File: config.mk
export PLATFORM = sky130hd
export DESIGN_NAME = sev_ram
export DESIGN_NICKNAME = d
export VERILOG_FILES = /design/src/rtl/softmax_entropy_vesselness_assert.svh /design/src/rtl/sev_ram.sv
export SDC_FILE = /design/constraint.sdc
export NUM_CORES = 1
export LEC_CHECK = 0
export BUFFER_PORTS_ARGS = -buffer_cell sky130_fd_sc_hd__buf_4
export CAP_MARGIN = 30
export CORE_ASPECT_RATIO = 0.8
export CORE_UTILIZATION = 35
export CTS_BUF_LIST = sky130_fd_sc_hd__clkbuf_8
export CTS_CLUSTER_DIAMETER = 50
export DETAILED_ROUTE_END_ITERATION = 6
export PLACE_DENSITY_LB_ADDON = 0.12
export SYNTH_ARGS = -nofsm -noshare
export SYNTH_HDL_FRONTEND = slang
export SYNTH_SLANG_ARGS = --single-unit
File: constraint.sdc
create_clock -name clk -period 7.86 [get_ports clk]
set_input_delay 1.572 -clock clk [delete_from_list [all_inputs] [get_ports clk]]
set_output_delay 1.572 -clock clk [all_outputs]
set_load 0.05 [all_outputs]
File: src/rtl/softmax_entropy_vesselness_assert.svh
// assertion macros for the softmax entropy vesselness block
// expects clk and rst_n in the scope of use
`ifndef SOFTMAX_ENTROPY_VESSELNESS_ASSERT_SVH
`define SOFTMAX_ENTROPY_VESSELNESS_ASSERT_SVH
`ifndef SYNTHESIS
`define SEV_ASSERT(lbl, cond) \
  lbl: assert property (@(posedge clk) disable iff (!rst_n) (cond)) \
    else $error("sev assertion failed");
`define SEV_ASSERT_IMP(lbl, ante, cons) \
  lbl: assert property (@(posedge clk) disable iff (!rst_n) (ante) |-> (cons)) \
    else $error("sev assertion failed");
`define SEV_ASSERT_NXT(lbl, ante, cons) \
  lbl: assert property (@(posedge clk) disable iff (!rst_n) (ante) |=> (cons)) \
    else $error("sev assertion failed");
`else
`define SEV_ASSERT(lbl, cond)
`define SEV_ASSERT_IMP(lbl, ante, cons)
`define SEV_ASSERT_NXT(lbl, ante, cons)
`endif
`endif

File: src/rtl/sev_ram.sv
// generic single write port ram with registered read
// no dependencies
`default_nettype none
module sev_ram #(
  parameter int WIDTH = 48,
  parameter int DEPTH = 32
) (
  input  logic                     clk,
  input  logic                     we,
  input  logic [$clog2(DEPTH)-1:0] waddr,
  input  logic [WIDTH-1:0]         wdata,
  input  logic [$clog2(DEPTH)-1:0] raddr,
  output logic [WIDTH-1:0]         rdata
);

  logic [WIDTH-1:0] mem [DEPTH];

  always_ff @(posedge clk) begin
    if (we) begin
      mem[waddr] <= wdata;
    end
    rdata <= mem[raddr];
  end

endmodule
`default_nettype wire

* After elaboration in Yosys (flattened, before gate mapping)
Memory sizes are Yosys's and may differ from the RTL's. A register that Yosys moved wholly into a read port is not among the register bits. Index checks and enable logic that the tools add are counted.
Cells by class: multiplexer cells 2
Operator list (count):
- $mux 1 | 2
Word-level totals: register bits after elaboration 0, memory bits (writable) 1536, input bits 60, output and inout bits 48, logic and storage cells 3, memories kept 1
Memory list:
- mem | words 32, bits a word 48, read ports 1, clocked after Yosys merged registers in 1, write ports 1, RTL line sev_ram.sv:16 | logic [WIDTH-1:0] mem [DEPTH];

* Depth between registers and ports, before layout
Gate-level depths: netlist of the first run.
depth after elaboration 2, depth in mapped cells 8, gate-level depth less buffers 5

* Worst setup path before layout of the first run
Ideal clock, no wire load.
path type input to register, from in waddr[1], to mem mem[12][0], enable pin, setup time 0.454 ns, arrival 4.246 ns, required time 7.406 ns, setup slack 3.160 ns, cell stages on the path 3, buffers on the path 1, path through or3b_2 > clkbuf_1 > nor2_1
RTL lines:
- start, declared | RTL line sev_ram.sv:10 | input logic [$clog2(DEPTH)-1:0] waddr,
- end, declared | RTL line sev_ram.sv:16
Straight into the memory's write port.

==> results.py, run 1 <==
metrics = {
    "run_status": {
        "status": "completed",
    },
    "min_path": {
        "hold_path_class": "flop to flop",
    },
    "routing": {
        "wl_per_cell_um": 26.66,
        "viasPerCell": 5.112,
        "ant_nets": 0,
        "finalWirelength_mm": 162.8,
        "via_count": 31210,
        "first_iter_violations": 2190,
        "first_pass_iters": 5,
        "drc_errors": 0,
    },
    "floorplanning": {
        "coreArea_mm2": 0.1720,
        "die-area_mm2": 0.1752,
        "rows": 136,
        "floorplan.initialDensity": 0.3530,
        "io_pins": 108,
        "die_w_um": 467.7,
        "die-height_um": 374.6,
    },
    "finish": {
        "n_fill_cell": 15640,
        "nets": 3704,
        "multiInputGateArea_mm2": 0.01267,
        "syn2layout_area_growth_pct": 14.23,
        "layout_commonest_cell": "edfxtp_1",
        "drive_gt1_frac": 0.1481,
        "regArea_mm2": 0.04709,
        "stdcell_area_mm2": 0.06937,
        "mostFrequentLayoutCells": "1536 x edfxtp_1, 768 x mux2i_1, 299 x clkbuf_8",
    },
    "sta": {
        "hold_viol": 0,
        "setup_ws_ps": 4335,
        "fin_crit_ps": 3525,
        "period_share": 0.4485,
        "fmax_ghz": 0.2837,
        "setup_tns_ps": 0,
        "skew_ps": 96.94,
        "grt_setup_unrepaired": "false",
        "setup_viol": 0,
        "slew_viol_final": 0,
        "worst_pin_slew_ps": 1092,
        "whs_ps": 528.8,
        "relSlewSlack": 0.2721,
    },
    "worst_setup_path": {
        "slowest_delay_ps": 650,
        "cpMostUsedCell": "buf_4",
        "cp.required_ps": 8690,
        "cp_cell_sequence": "buf_4, and2b_4, buf_4, buf_4, a22oi_1, a31oi_1, nand3_1",
        "end_kind": "flop",
        "slowest_stage": "buf_4",
        "critPathArrivalTime_ps": 4360,
        "crit_type": "input port to flop",
        "cp-start-kind": "input port",
        "critical_path.max_fanout": 39,
    },
    "power": {
        "p_per_area_mw_per_mm2": 251.7,
        "ir_worst_vdd_uv": 179.9,
        "leakagePower_uw": 0.02429,
    },
    "placement": {
        "post-place-ws_ps": 3319,
        "dp.final_hpwl_mm": 81.58,
        "portBuffers": 107,
        "gp_congestion": 0.6979,
        "placed_area_mm2": 0.06438,
    },
    "yosys": {
        "ys_ff_latch": 1584,
        "synth_cells": 3364,
        "synth.distinct_cells": 26,
        "ys_warn_count": 0,
        "syn_area_mm2": 0.06072,
        "synth_fp_nets": 3424,
        "avgSynthCellArea_um2": 18.05,
        "ys_seq_area_frac": 0.7754,
    },
    "global_routing": {
        "antenna_found_initial": 9,
        "grt_use_met1": 0.2598,
        "grt_first_pass_wirelength_mm": 232.7,
        "met3_usage": 0.03465,
        "met2_usage": 0.2914,
        "grt_max_degree": 137,
        "overflow": 0,
        "grt_pass1_vias": 31920,
        "busiest_layer": "met2",
        "grtUsageTotal": 0.1848,
    },
    "clock_network": {
        "cts-resized-gates": 0,
        "clock_latency_ps": 1010,
        "hold_buffers": 0,
        "cts_root_buf": "clkbuf_8",
        "postCtsSetupRepairBufs": 0,
        "clkTransAtPathRegs_ps": 60,
        "cts-buffers-inserted": 280,
        "cts_buffer_depth": 4,
        "cts_tree": "built",
        "htreeDepth": 5,
        "cts.sinks": 1584,
    },
    "flow_run": {
        "drv_cap": 0,
    },
}
## cell families (layout without fill, tap and decap cells)
group	count (synthesis)	count (layout)	synth area share
DFF	1584	1584	0.7754
muxes	768	768	0.1266
other	0	6	0
buffers and inverters	191	650	0.02065
and+or+nand+nor	389	389	0.02891
AOI/OAI and AO/OA	432	432	0.04846
## worst paths after layout
kind / startpoint / endpoint / slack (ps) / depth (start not counted)
worst max-delay path: raddr[2] / rdata[47]$_DFF_P_ / 4340 / 7
worst min-delay path: mem[11][25]$_DFFE_PP_ / rdata[25]$_DFF_P_ / 530 / 4
worst max register to register: mem[3][6]$_DFFE_PP_ / rdata[6]$_DFF_P_ / 6320 / 5
worst min register to register: mem[11][25]$_DFFE_PP_ / rdata[25]$_DFF_P_ / 530 / 4
## registers in the layout (all words and copies together), names as in the netlist
signal and cells:
rdata 48, mem 1536
## critical path: cells and delay by family
kind | cells | cell delay [ps]
simple gates | 2 | 720
buf+inv | 3 | 1380
compound gates | 2 | 560
## where the power goes
| part | switching (µW) | leakage (µW) | internal (µW) |
|---|---|---|---|
| combinational | 710 | 0.00716 | 307 |
| sequential | 41.8 | 0.0142 | 9390 |
| clock | 3300 | 0.00289 | 3710 |
## Yosys cell counts
cell	number	area share
or3_1	1	0.00010
and2b_1	1	0.00012
buf_6	42	0.0078
a21oi_1	144	0.012
or2_2	1	0.00010
nor3_1	48	0.0040
nand3b_1	5	0.00062
clkbuf_4	1	0.00012
edfxtp_1	1536	0.76
a22o_1	96	0.014
a31oi_1	48	0.0049
mux2i_1	768	0.13
nor2b_1	1	0.00010
buf_2	42	0.0035
nand2_1	146	0.0090
dfxtp_1	48	0.016
clkbuf_1	59	0.0036
nand3_1	146	0.012
a22oi_1	144	0.018
nand2b_1	2	0.00021
buf_1	7	0.00043
or3b_2	3	0.00043
nor2_1	34	0.0021
buf_8	2	0.00049
buf_4	38	0.0047
and2_1	1	0.00010
## metal layers
| metal | wire length, µm | share of wire |
|---|---|---|
| met5 | 28 | 0.00017 |
| met4 | 3504 | 0.022 |
| met3 | 7077 | 0.043 |
| met2 | 76280 | 0.47 |
| met1 | 75900 | 0.47 |
## layout make-up
class                           count  share of cell area
Antenna cell                        6           0.0002165
Clock buffer                      299             0.05933
Clock inverter                    162             0.01228
Multi-Input combinational cell   1589              0.1827
Sequential cell                  1584              0.6788
Tap cell                         2277             0.04107
Timing Repair Buffer              189             0.02565
## per-stage QoR
stage / instances / util / power (µW)
global placement: 5623 / 0.3721 / 10640
floorplan: 3364 / - / 10210
CTS: 6100 / 0.4031 / 17710
finish: 6106 / 0.4032 / 17460
detailed placement: 5639 / 0.3743 / 10650
global route: 6103 / 0.4032 / 18120
Power figures use the tool's default switching activity.
==> inputs of run 2 (changes only) <==
Clock period 7.86 ns to 3.35 ns, I/O delays scaled along.
==> run 2 against run 1 <==
Cell count up 1.4%; power up 130%; worst setup slack worse by 3400 ps; highest routed layer unchanged; routed wire length up 1.5%; clock-buffer cell count unchanged; utilization up 0.59 points; die area unchanged; sequential cell count unchanged; first-iteration DRC count up 14%; largest power group unchanged; sequential share of layout area down 0.98 points; global-route usage up 0.29 points.
==> results.py, run 2 (synthesis gave the netlist of run 1 again) <==
metrics = {
    "placement": {
        "dp.final_hpwl_mm": 80.80,
        "portBuffers": 107,
        "gp_congestion": 0.6982,
        "placed_area_mm2": 0.06531,
    },
    "routing": {
        "wl_met3_mm": 6.452,
        "first_pass_iters": 5,
        "first_iter_violations": 2501,
        "wl_per_cell_um": 26.68,
        "via_count": 31470,
        "wl_met2_mm": 80.52,
        "viasPerCell": 5.081,
        "finalWirelength_mm": 165.2,
        "drc_errors": 0,
        "wl_met1_mm": 74.87,
        "highest_layer": "met5",
        "ant_nets": 0,
    },
    "worst_setup_path": {
        "slowest_delay_ps": 470,
        "end_kind": "output pin",
        "crit_type": "flop to output pin",
        "critical_path.max_fanout": 1,
        "cp.required_ps": 2680,
        "cp-start-kind": "flop",
        "slowest_stage": "dfxtp_1",
        "critPathTopFamily": "flip-flops",
        "critPathArrivalTime_ps": 1720,
        "cp_cell_sequence": "buf_4",
        "path_buf_inv": 1,
    },
    "sta": {
        "setup_viol": 0,
        "skew_ps": 49.81,
        "fmax_ghz": 0.4182,
        "slew_viol_final": 0,
        "grt_setup_unrepaired": "false",
        "worst_pin_slew_ps": 952.9,
        "hold_viol": 0,
        "period_share": 0.7139,
        "fin_crit_ps": 2391,
        "relSlewSlack": 0.3647,
    },
    "global_routing": {
        "grtUsageTotal": 0.1877,
        "grt_first_pass_wirelength_mm": 234.0,
        "overflow": 0,
        "antenna_found_initial": 6,
        "grt_pass1_vias": 31810,
        "grt_max_degree": 72,
    },
    "finish": {
        "syn2layout_area_growth_pct": 15.90,
        "largest_reg_flops": 1536,
        "mostFrequentLayoutCells": "1536 x edfxtp_1, 768 x mux2i_1, 299 x clkbuf_8",
        "largest_register": "mem",
        "top_regs": "mem: 1536 flops, rdata: 48 flops",
        "stdcell_area_mm2": 0.07038,
        "nets": 3794,
        "layout_commonest_cell": "edfxtp_1",
        "drive_gt1_frac": 0.1556,
    },
    "power": {
        "ir_worst_vdd_uv": 428.4,
        "total_power_uw": 40390,
        "p_per_area_mw_per_mm2": 573.9,
        "leakagePower_uw": 0.02476,
    },
    "floorplanning": {
        "die-height_um": 374.6,
        "die_w_um": 467.7,
        "die-area_mm2": 0.1752,
        "io_pins": 108,
        "rows": 136,
        "coreArea_mm2": 0.1720,
        "floorplan.initialDensity": 0.3530,
    },
    "clock_network": {
        "hold_buffers": 29,
        "cts.sinks": 1584,
        "cts-buffers-inserted": 277,
        "cts_buffer_depth": 4,
        "clkTransAtPathRegs_ps": 60,
        "clock_latency_ps": 990,
        "cts_root_buf": "clkbuf_8",
        "cts-resized-gates": 0,
        "htreeDepth": 5,
        "postCtsSetupRepairBufs": 0,
        "cts_tree": "built",
    },
    "flow_run": {
        "drv_cap": 0,
    },
    "min_path": {
        "hold_path_class": "input port to flop",
    },
    "run_status": {
        "status": "completed",
    },
}
## run 2: layout make-up
cell class	count	area (µm²)
fillers	15490	101700
diodes	3	7.507
well taps	2277	2849
clock inverters	159	655.6
repair buffers	282	2998
multi-input cells	1589	12670
flip-flops and latches	1584	47090
clock buffers	299	4115
## run 2: final timing paths
kind / from / end / slack (ps) / depth (start not counted)
worst min-delay path: wdata[32] / mem[19][32]$_DFFE_PP_ / 110 / 1
worst max register to register: mem[1][40]$_DFFE_PP_ / rdata[40]$_DFF_P_ / 1800 / 5
worst min register to register: mem[16][28]$_DFFE_PP_ / rdata[28]$_DFF_P_ / 580 / 4
worst max-delay path: rdata[7]$_DFF_P_ / rdata[7] / 960 / 1
## run 2: stage by stage
stage	setup TNS, ps	utilization	setup WS (ps)	hold slack (ps)	cells
floorplan	-312620	-	-448.1	553.7	3364
global placement	0	0.3796	526.0	577.6	5703
detailed placement	0	0.3796	548.4	582.2	5703
CTS	0	0.4091	769.5	0.2404	6190
global route	0	0.4091	873.1	61.13	6191
finish	0	0.4091	958.6	105.2	6193
## run 2: layer usage
layer / vias up / global-route usage
met5: - / 0
met4: 4 / 0.05499
met2: 729 / 0.3095
met3: 263 / 0.02975
li1: 14150 / -
met1: 16330 / 0.2549
## run 2: power by group
| part | internal, µW | switching (µW) |
|---|---|---|
| clock | 8200 | 7570 |
| sequential | 22000 | 119 |
| combinational | 817 | 1650 |
| total | 31100 | 9340 |
